==> src/hw/rtl/cscan_disk_scheduler_macros.svh <==
// assertion macros for the c-scan disk scheduler
// expects clk and rst_n in the scope where a macro is used
`ifndef CSCAN_DISK_SCHEDULER_MACROS_SVH
`define CSCAN_DISK_SCHEDULER_MACROS_SVH

// condition holds in the same cycle as the trigger
`define CSCAN_ASSERT_SAME(lbl, ante, cons, msg) \
    lbl: assert property (@(posedge clk) disable iff (!rst_n) (ante) |-> (cons)) \
        else $error(msg);

// condition holds in the cycle after the trigger
`define CSCAN_ASSERT_NEXT(lbl, ante, cons, msg) \
    lbl: assert property (@(posedge clk) disable iff (!rst_n) (ante) |=> (cons)) \
        else $error(msg);

`endif

==> src/hw/rtl/cscan_pkg.sv <==
// shared types and constants for the c-scan disk scheduler
// no dependencies; used by every module of the block
`timescale 1ns / 1ps
`default_nettype none

package cscan_pkg;

    // sizing
    localparam int MAX_REQUESTS = 32;
    localparam int TRACK_BITS   = 16;
    localparam int DEPTH        = MAX_REQUESTS + 3;
    localparam int CNT_W        = $clog2(DEPTH + 1);
    localparam int POS_W        = $clog2(DEPTH);
    localparam int FIELD_W      = 16;
    localparam int SEEK_W       = 18;
    localparam int CFG_IDX_W    = 2;
    localparam int CFG_DATA_W   = 16;

    // largest track value that fits in TRACK_BITS
    localparam logic [FIELD_W-1:0] TRACK_MASK = FIELD_W'((32'd1 << TRACK_BITS) - 32'd1);

    // configuration register indexes
    localparam logic [CFG_IDX_W-1:0] REG_TRACK_COUNT = CFG_IDX_W'(0);
    localparam logic [CFG_IDX_W-1:0] REG_HEAD_TRACK  = CFG_IDX_W'(1);
    localparam logic [CFG_IDX_W-1:0] REG_DIRECTION   = CFG_IDX_W'(2);

    // configuration reset values
    localparam logic [CFG_DATA_W-1:0] TRACK_COUNT_RST = CFG_DATA_W'(200);
    localparam logic [CFG_DATA_W-1:0] HEAD_TRACK_RST  = '0;

    typedef logic [TRACK_BITS-1:0] track_t;
    typedef logic [CNT_W-1:0]      cnt_t;
    typedef logic [POS_W-1:0]      pos_t;
    typedef logic [SEEK_W-1:0]     seek_t;

    // operation applied to every cell of the chain in the same cycle
    typedef enum logic [1:0] {
        OP_HOLD,
        OP_INSERT,
        OP_ROT_DN,
        OP_ROT_UP
    } chain_op_t;

    typedef struct packed {
        chain_op_t op;
        track_t    ins_val;
        cnt_t      count;
    } chain_cmd_t;

    typedef struct packed {
        logic [CFG_DATA_W-1:0] track_count;
        logic [CFG_DATA_W-1:0] head_track;
        logic                  direction;
    } cfg_t;

    typedef struct packed {
        logic               strobe;
        logic [FIELD_W-1:0] track;
        logic               after_jump;
        seek_t              seek;
        logic               overflow;
        logic               end_of_run;
    } result_t;

endpackage

`default_nettype wire

==> src/hw/rtl/cscan_cell.sv <==
// one cell of the sorted track chain: holds one track and trades with its neighbors
// depends on cscan_pkg
`timescale 1ns / 1ps
`default_nettype none

module cscan_cell
(
    input  logic                  clk,
    input  cscan_pkg::chain_cmd_t cmd,
    input  cscan_pkg::cnt_t       idx,
    input  cscan_pkg::track_t     lo_val,
    input  logic                  lo_gt,
    input  cscan_pkg::track_t     hi_val,
    output cscan_pkg::track_t     val,
    output logic                  gt
);
    import cscan_pkg::*;

    track_t val_reg;
    track_t val_next;

    // empty cells count as greater so the new track lands at the end
    assign gt  = (idx >= cmd.count) || (val_reg > cmd.ins_val);
    assign val = val_reg;

    // insert shifts the greater part up by one; rotations move the whole ring
    always_comb
    begin
        unique case (cmd.op)
            OP_HOLD:   val_next = val_reg;
            OP_INSERT: val_next = gt ? (lo_gt ? lo_val : cmd.ins_val) : val_reg;
            OP_ROT_DN: val_next = hi_val;
            OP_ROT_UP: val_next = lo_val;
            default:   val_next = val_reg;
        endcase
    end

    always_ff @(posedge clk)
    begin
        val_reg <= val_next;
    end

endmodule

`default_nettype wire

==> src/hw/rtl/cscan_ctrl.sv <==
// sequencer: batch loading, wrap insertion, ring alignment and result generation
// depends on cscan_pkg; drives the cell chain of the top level
`timescale 1ns / 1ps
`default_nettype none

module cscan_ctrl
(
    input  logic                                clk,
    input  logic                                rst_n,
    input  logic                                start,
    input  logic [cscan_pkg::FIELD_W-1:0]       request_track,
    input  logic                                last_request,
    input  cscan_pkg::cfg_t                     cfg,
    input  cscan_pkg::track_t                   cell0,
    output logic                                busy,
    output cscan_pkg::chain_cmd_t               cmd,
    output cscan_pkg::result_t                  res
);
    import cscan_pkg::*;

    localparam logic [2:0] ST_IDLE  = 3'd0;
    localparam logic [2:0] ST_ADD   = 3'd1;
    localparam logic [2:0] ST_ALIGN = 3'd2;
    localparam logic [2:0] ST_SEEK  = 3'd3;
    localparam logic [2:0] ST_EMIT  = 3'd4;

    logic [2:0] state_reg, state_next;
    cnt_t       count_reg, count_next;
    logic       dropped_reg, dropped_next;
    logic [1:0] step_reg, step_next;
    pos_t       pos_reg, pos_next;
    cnt_t       emit_reg, emit_next;
    logic       dir_reg, dir_next;
    logic       jump_reg, jump_next;
    logic       strobe_reg, strobe_next;
    track_t     last_reg, last_next;
    track_t     head_reg, head_next;
    track_t     prev_reg, prev_next;
    seek_t      seek_reg, seek_next;
    result_t    res_reg, res_next;

    logic               accept;
    logic               room;
    logic [FIELD_W-1:0] last_w;
    logic [FIELD_W-1:0] last_m;
    logic [FIELD_W-1:0] head_m;
    track_t             c0;
    logic               valid0;
    logic               skip;
    track_t             diff;
    logic               first;
    logic               jump_now;
    logic               done_now;
    pos_t               pos_dn;
    pos_t               pos_up;
    seek_t              seek_sum;

    assign busy   = (state_reg != ST_IDLE);
    assign accept = start && (state_reg == ST_IDLE);
    assign room   = count_reg < CNT_W'(MAX_REQUESTS);

    // last track and clamped head from the registers at batch close
    assign last_w = (cfg.track_count == '0) ? '0 : cfg.track_count - FIELD_W'(1);
    assign last_m = (last_w > TRACK_MASK) ? TRACK_MASK : last_w;
    assign head_m = (cfg.head_track > last_m) ? last_m : cfg.head_track;

    // front cell of the ring, clamped to the last track
    assign c0     = (cell0 > last_reg) ? last_reg : cell0;
    assign valid0 = CNT_W'(pos_reg) < count_reg;
    assign skip   = !valid0 || (dir_reg ? (c0 > head_reg) : (c0 < head_reg));

    // head movement and wraparound detection against the previous result
    assign diff     = (c0 >= prev_reg) ? c0 - prev_reg : prev_reg - c0;
    assign first    = (emit_reg == '0);
    assign jump_now = !first && (dir_reg ? (c0 > prev_reg) : (c0 < prev_reg));
    assign done_now = (emit_reg == count_reg - CNT_W'(1));
    assign seek_sum = seek_reg + SEEK_W'(diff);

    // ring position of the front cell after a rotation
    assign pos_dn = (pos_reg == POS_W'(DEPTH - 1)) ? '0 : pos_reg + POS_W'(1);
    assign pos_up = (pos_reg == '0) ? POS_W'(DEPTH - 1) : pos_reg - POS_W'(1);

    // sequencer
    always_comb
    begin
        state_next   = state_reg;
        count_next   = count_reg;
        dropped_next = dropped_reg;
        step_next    = step_reg;
        pos_next     = pos_reg;
        emit_next    = emit_reg;
        dir_next     = dir_reg;
        jump_next    = jump_reg;
        last_next    = last_reg;
        head_next    = head_reg;
        prev_next    = prev_reg;
        seek_next    = seek_reg;
        strobe_next  = 1'b0;
        res_next     = res_reg;

        cmd.op      = OP_HOLD;
        cmd.ins_val = request_track[TRACK_BITS-1:0];
        cmd.count   = count_reg;

        unique case (state_reg)
            ST_IDLE:
            begin
                if (accept)
                begin
                    if (room)
                    begin
                        cmd.op     = OP_INSERT;
                        count_next = count_reg + CNT_W'(1);
                    end
                    else
                    begin
                        dropped_next = 1'b1;
                    end
                    if (last_request)
                    begin
                        state_next = ST_ADD;
                        step_next  = '0;
                        last_next  = last_m[TRACK_BITS-1:0];
                        head_next  = head_m[TRACK_BITS-1:0];
                        dir_next   = cfg.direction;
                    end
                end
            end
            ST_ADD:
            begin
                // head, track zero and last track join the sorted chain
                cmd.op = OP_INSERT;
                unique case (step_reg)
                    2'd0:    cmd.ins_val = head_reg;
                    2'd1:    cmd.ins_val = '0;
                    default: cmd.ins_val = last_reg;
                endcase
                count_next = count_reg + CNT_W'(1);
                step_next  = step_reg + 2'd1;
                if (step_reg == 2'd2)
                begin
                    pos_next   = '0;
                    emit_next  = '0;
                    state_next = dir_reg ? ST_ALIGN : ST_SEEK;
                end
            end
            ST_ALIGN:
            begin
                // downward sweep starts from the top of the chain
                cmd.op     = OP_ROT_UP;
                pos_next   = pos_up;
                state_next = ST_SEEK;
            end
            ST_SEEK:
            begin
                if (skip)
                begin
                    cmd.op   = dir_reg ? OP_ROT_UP : OP_ROT_DN;
                    pos_next = dir_reg ? pos_up : pos_dn;
                end
                else
                begin
                    state_next = ST_EMIT;
                end
            end
            ST_EMIT:
            begin
                cmd.op   = dir_reg ? OP_ROT_UP : OP_ROT_DN;
                pos_next = dir_reg ? pos_up : pos_dn;
                if (valid0)
                begin
                    strobe_next         = 1'b1;
                    emit_next           = emit_reg + CNT_W'(1);
                    prev_next           = c0;
                    seek_next           = first ? '0 : seek_sum;
                    jump_next           = first ? 1'b0 : (jump_reg || jump_now);
                    res_next.track      = FIELD_W'(c0);
                    res_next.after_jump = jump_next;
                    res_next.seek       = seek_next;
                    res_next.overflow   = dropped_reg;
                    res_next.end_of_run = done_now;
                    if (done_now)
                    begin
                        count_next   = '0;
                        dropped_next = 1'b0;
                        state_next   = ST_IDLE;
                    end
                end
            end
            default:
            begin
                state_next = ST_IDLE;
            end
        endcase
        res_next.strobe = strobe_next;
    end

    // control state
    always_ff @(posedge clk or negedge rst_n)
    begin
        if (!rst_n)
        begin
            state_reg   <= ST_IDLE;
            count_reg   <= '0;
            dropped_reg <= 1'b0;
            step_reg    <= '0;
            pos_reg     <= '0;
            emit_reg    <= '0;
            dir_reg     <= 1'b0;
            jump_reg    <= 1'b0;
            strobe_reg  <= 1'b0;
        end
        else
        begin
            state_reg   <= state_next;
            count_reg   <= count_next;
            dropped_reg <= dropped_next;
            step_reg    <= step_next;
            pos_reg     <= pos_next;
            emit_reg    <= emit_next;
            dir_reg     <= dir_next;
            jump_reg    <= jump_next;
            strobe_reg  <= strobe_next;
        end
    end

    // payload
    always_ff @(posedge clk)
    begin
        last_reg <= last_next;
        head_reg <= head_next;
        prev_reg <= prev_next;
        seek_reg <= seek_next;
        res_reg  <= res_next;
    end

    always_comb
    begin
        res        = res_reg;
        res.strobe = strobe_reg;
    end

endmodule

`default_nettype wire

==> src/hw/rtl/cscan_disk_scheduler.sv <==
// c-scan disk scheduler top level: configuration registers, cell chain, sequencer
// depends on cscan_pkg, cscan_cell, cscan_ctrl and cscan_disk_scheduler_macros.svh
// loading: one request per cycle, each inserted into the sorted chain as it is accepted
// after the closing request: head, track 0 and last track are inserted, then an alignment
// rotation for downward sweeps, then the ring rotates until the front reaches the head
// results: at most one per cycle from the front cell, n = accepted requests + 3, with gaps while
// empty cells pass the front; busy falls as the final result appears, the receiver
// cannot stall
// reset: asynchronous active low, clears the batch and loads the register defaults
`timescale 1ns / 1ps
`default_nettype none
`include "cscan_disk_scheduler_macros.svh"

module cscan_disk_scheduler
(
    input  logic                               clk,
    input  logic                               rst_n,
    input  logic                               start,
    output logic                               busy,
    input  logic [cscan_pkg::FIELD_W-1:0]      request_track,
    input  logic                               last_request,
    input  logic                               cfg_write,
    input  logic [cscan_pkg::CFG_IDX_W-1:0]    cfg_index,
    input  logic [cscan_pkg::CFG_DATA_W-1:0]   cfg_data,
    output logic                               result_strobe,
    output logic [cscan_pkg::FIELD_W-1:0]      service_track,
    output logic                               after_jump,
    output logic [cscan_pkg::SEEK_W-1:0]       running_seek,
    output logic                               overflow,
    output logic                               end_of_run
);
    import cscan_pkg::*;

    logic [CFG_DATA_W-1:0] track_count_reg, track_count_next;
    logic [CFG_DATA_W-1:0] head_track_reg, head_track_next;
    logic                  direction_reg, direction_next;

    cfg_t       cfg;
    chain_cmd_t cmd;
    result_t    res;
    track_t     cell_val [DEPTH];
    logic       cell_gt  [DEPTH];

    // configuration registers
    always_comb
    begin
        track_count_next = track_count_reg;
        head_track_next  = head_track_reg;
        direction_next   = direction_reg;
        if (cfg_write)
        begin
            unique case (cfg_index)
                REG_TRACK_COUNT: track_count_next = cfg_data;
                REG_HEAD_TRACK:  head_track_next  = cfg_data;
                REG_DIRECTION:   direction_next   = cfg_data[0];
                default:         track_count_next = track_count_reg;
            endcase
        end
    end

    always_ff @(posedge clk or negedge rst_n)
    begin
        if (!rst_n)
        begin
            track_count_reg <= TRACK_COUNT_RST;
            head_track_reg  <= HEAD_TRACK_RST;
            direction_reg   <= 1'b0;
        end
        else
        begin
            track_count_reg <= track_count_next;
            head_track_reg  <= head_track_next;
            direction_reg   <= direction_next;
        end
    end

    assign cfg.track_count = track_count_reg;
    assign cfg.head_track  = head_track_reg;
    assign cfg.direction   = direction_reg;

    // sequencer
    cscan_ctrl u_ctrl
    (
        .clk           (clk),
        .rst_n         (rst_n),
        .start         (start),
        .request_track (request_track),
        .last_request  (last_request),
        .cfg           (cfg),
        .cell0         (cell_val[0]),
        .busy          (busy),
        .cmd           (cmd),
        .res           (res)
    );

    // ring of cells; cell 0 is the front, its lower neighbor is the top cell
    for (genvar g = 0; g < DEPTH; g++)
    begin : g_cell
        localparam int LO = (g == 0) ? DEPTH - 1 : g - 1;
        localparam int HI = (g == DEPTH - 1) ? 0 : g + 1;
        logic lo_gt;

        if (g == 0)
        begin : g_front
            assign lo_gt = 1'b0;
        end
        else
        begin : g_inner
            assign lo_gt = cell_gt[LO];
        end

        cscan_cell u_cell
        (
            .clk    (clk),
            .cmd    (cmd),
            .idx    (CNT_W'(g)),
            .lo_val (cell_val[LO]),
            .lo_gt  (lo_gt),
            .hi_val (cell_val[HI]),
            .val    (cell_val[g]),
            .gt     (cell_gt[g])
        );
    end

    // result ports
    assign result_strobe = res.strobe;
    assign service_track = res.track;
    assign after_jump    = res.after_jump;
    assign running_seek  = res.seek;
    assign overflow      = res.overflow;
    assign end_of_run    = res.end_of_run;

    // checks
    `CSCAN_ASSERT_NEXT(a_close_busy, start && !busy && last_request, busy, "batch close not busy")
    `CSCAN_ASSERT_NEXT(a_end_quiet, result_strobe && end_of_run, !result_strobe, "item after end of run")
    `CSCAN_ASSERT_SAME(a_idle_at_end, $fell(busy), result_strobe && end_of_run, "busy fell early")
    `CSCAN_ASSERT_NEXT(a_jump_sticky, result_strobe && after_jump, !(result_strobe && !after_jump), "jump flag dropped")

endmodule

`default_nettype wire

==> config.mk <==
export PLATFORM = sky130hd
export DESIGN_NAME = cscan_disk_scheduler
export DESIGN_NICKNAME = d
export VERILOG_FILES = /design/src/hw/rtl/cscan_pkg.sv /design/src/hw/rtl/cscan_cell.sv /design/src/hw/rtl/cscan_ctrl.sv /design/src/hw/rtl/cscan_disk_scheduler.sv
export VERILOG_INCLUDE_DIRS = /design/src /design/src/hw/rtl
export SDC_FILE = /design/constraint.sdc
export NUM_CORES = 2
export LEC_CHECK = 0
export BUFFER_PORTS_ARGS = -buffer_cell sky130_fd_sc_hd__buf_2
export CAP_MARGIN = 20
export CORE_AREA = 2 2 359 361
export CTS_CLUSTER_DIAMETER = 120
export DETAILED_ROUTE_END_ITERATION = 6
export DIE_AREA = 0 0 361 363
export PLACE_DENSITY = 0.71
export SETUP_SLACK_MARGIN = 0.1
export SKIP_LAST_GASP = 1
export SYNTH_ARGS = -nofsm -noshare
export SYNTH_HDL_FRONTEND = slang
export SYNTH_HIERARCHICAL = 1
export SYNTH_SLANG_ARGS = --single-unit
==> constraint.sdc <==
create_clock -name clk -period 7.6 [get_ports clk]
set_clock_uncertainty 0.15 [all_clocks]
set_input_delay 0.38 -clock clk [delete_from_list [all_inputs] [get_ports clk]]
set_output_delay 0.38 -clock clk [all_outputs]
set_load 0.02 [all_outputs]
==> results by group <==
Outcome
  – Outcome: finished clean

Routing
  – Via density per instance: about 6
  – Via Count: 52630
  – Residual DRC: 0
  – Detailed Route WL: 178100 µm
  – Wire length per cell: 20.32 µm
  – ANT nets after route: 0
  – Router iterations before antenna repair: 7
  – Initial drt markers: 4266

Worst setup path
  – Startpoint of the worst register-to-register path: u_ctrl/last_reg[1]
  – WP buf/inv: 2
  – Worst path top cell family by delay: compound AO/OA/AOI/OAI gates
  – Max FO, Critical Path: 24
  – Crit path DAT: 7420 ps
  – Largest stage delay, worst path: around 610 ps
  – Worst path required time: roughly 7900 ps
  – Worst reg-to-reg path cell count: 28
  – Crit-path slowest cell: a2111oi_1
  – Worst Setup Start Kind: register
  – Most used cell, CP: o21a_1
  – CP Capture Type: register
  – Flop2flop setup slack: between 400 and 500 ps
  – Worst reg2reg endpoint: u_ctrl/res[17]
  – Worst setup path class: reg -> reg

CTS
  – CTS root buffer: clkbuf_16
  – Clock tree buffer depth: 3
  – Post-CTS Setup Inserts: 0
  – CTS clk-pin slew, worst paths: 60 ps
  – Clk sink count: about 690
  – CTS tree: built
  – H-tree levels: 3
  – Clock Latency Late Sink: 700 ps
  – Num CTS Buffers: 85

Timing
  – Max Freq: 0.1401 GHz
  – Worst-Margin Slew: ~1200 ps
  – Final Cycle Share: between 90% and 100%
  – Slew headroom: 19.92%
  – Max Slew Vio Count: 0
  – Minimum clock period: approximately 7000 ps
  – Final Hold Viols: 0
  – RSZ-0062 raised after global routing: false
  – Setup violators final: 0
  – Fin Setup TNS: 0 ps

Global route
  – Met1 Usage GRT: between 30% and 40%
  – GRT overflow: 0
  – Vias in the first global route: around 50000
  – Largest net degree at the start of global routing: ~140
  – GRT busiest layer: met2
  – All-Layer GR Usage: 26.50%
  – First-pass GRT wire length: around 280000 µm
  – Met3 Usage GRT: roughly 3.2%
  – Grt met2 use: 43.45%
  – Antenna violations before repair: 0

Placement
  – IO Port Bufs: between 70 and 80
  – Gpl congestion: approximately 0.9
  – DP HPWL: ~130000 µm

Floorplanning
  – Width of the die: approximately 360 µm
  – Die area: between 0.1 and 0.15 mm²
  – Top Ports: slightly below 80
  – Floorplan core area: 0.1270 mm²
  – FP Rows: about 130
  – Initial Util: around 50%
  – Die Y: approximately 360 µm

Worst hold path
  – Worst min path class: in -> async

Finish
  – Number of diodes: 0
  – Area of the multi-input gates: just under 0.04 mm²
  – Layout cells sized above 1: under 10%
  – Largest register FFs: 560
  – Fillers: 11200
  – # nets final: 7962
  – Synth-to-Final Area Change: 9.537%
  – Register area: just over 0.02 mm²

Synthesis
  – Avg Cell Area, Syn: 9.190 µm²
  – Yosys warnings: 6
  – Mapped Area: approximately 0.063 mm²
  – Cell count after synthesis: 6864

Job
  – Maxcap violations: 0
-- worst max-delay path by stage --
| stage | start | endpoint | cells after the start |
|---|---|---|---|
| final | u_ctrl/last_reg[1] | u_ctrl/res[17] | 28 |
| after global routing | u_ctrl/last_reg[1] | u_ctrl/res[17] | 28 |
| after CTS | u_ctrl/last_reg[1] | u_ctrl/res[17] | 28 |
| after detailed placement | u_ctrl/last_reg[1] | u_ctrl/res[17] | 28 |
| after global placement | u_ctrl/last_reg[1] | u_ctrl/res[17] | 28 |
| after floorplan | g_cell[0].u_cell/val[1] | g_cell[34].u_cell/val[0] | 21 |
-- worst reg2reg max path, delay by kind of cell, from the launching register on --
kind	cells	cell delay, ps
muxes	1	330
and+or+nand+nor	5	680
xor gates and xnor gates	2	290
AOI/OAI and AO/OA	15	3670
buffers and inverters	2	280
DFF	1	410
adders and majority gates	3	1060
-- cell usage in the layout, fill, tap and decap left out, types with 69 or more instances in the layout --
| master | instances |
|---|---|
| nand4_1 | 117 |
| a21o_1 | 97 |
| buf_4 | 98 |
| inv_1 | 861 |
| a21oi_1 | 885 |
| nor2_1 | 685 |
| nor3_1 | 74 |
| ha_1 | 882 |
| edfxtp_1 | 629 |
| o21ai_0 | 85 |
| mux2_2 | 69 |
| buf_2 | 77 |
| a211oi_1 | 635 |
| clkbuf_16 | 89 |
| conb_1 | 215 |
| mux2i_1 | 583 |
| nand2_1 | 127 |
-- routing by layer --
layer / vias up / share of wire [%]
met1: 25280 / 44
li1: 25440 / -
met5: - / 0
met3: 346 / 5.7
met2: 1564 / 46
met4: 0 / 3.9
-- layout make-up --
cell class | count | area share, %
Tap cell | 1662 | 3.010
Multi-Input combinational cell | 5173 | 56.07
Clock buffer | 117 | 3.462
Timing Repair Buffer | 228 | 2.868
Inverter | 861 | 4.677
Clock inverter | 33 | 0.3875
Sequential cell | 689 | 29.52
-- through the flow --
step | hold slack (ps) | setup WS, ps | cells | util, % | instance area, µm²
detailed placement | 290.0 | 614.6 | 8586 | 52.03 | 66090
CTS | 229.6 | 583.2 | 8759 | 54.31 | 68980
finish | 226.2 | 462.7 | 8763 | 54.39 | 69100
floorplan | -65.59 | 693.0 | 7077 | - | 63880
global placement | 280.8 | 678.4 | 8586 | 52.03 | 66090
global route | 328.8 | 97.29 | 8763 | 54.39 | 69100
-- what timing repair did --
item                                    in CTS  in global routing
resized for setup                            0                  1
endpoints found under the setup margin       0                  2
endpoints found under the hold margin       92                  0
hold buffers                                23                  0
Power is not shown: default switching activity piles up to over one toggle a cycle in this logic, so the estimate is an artifact.
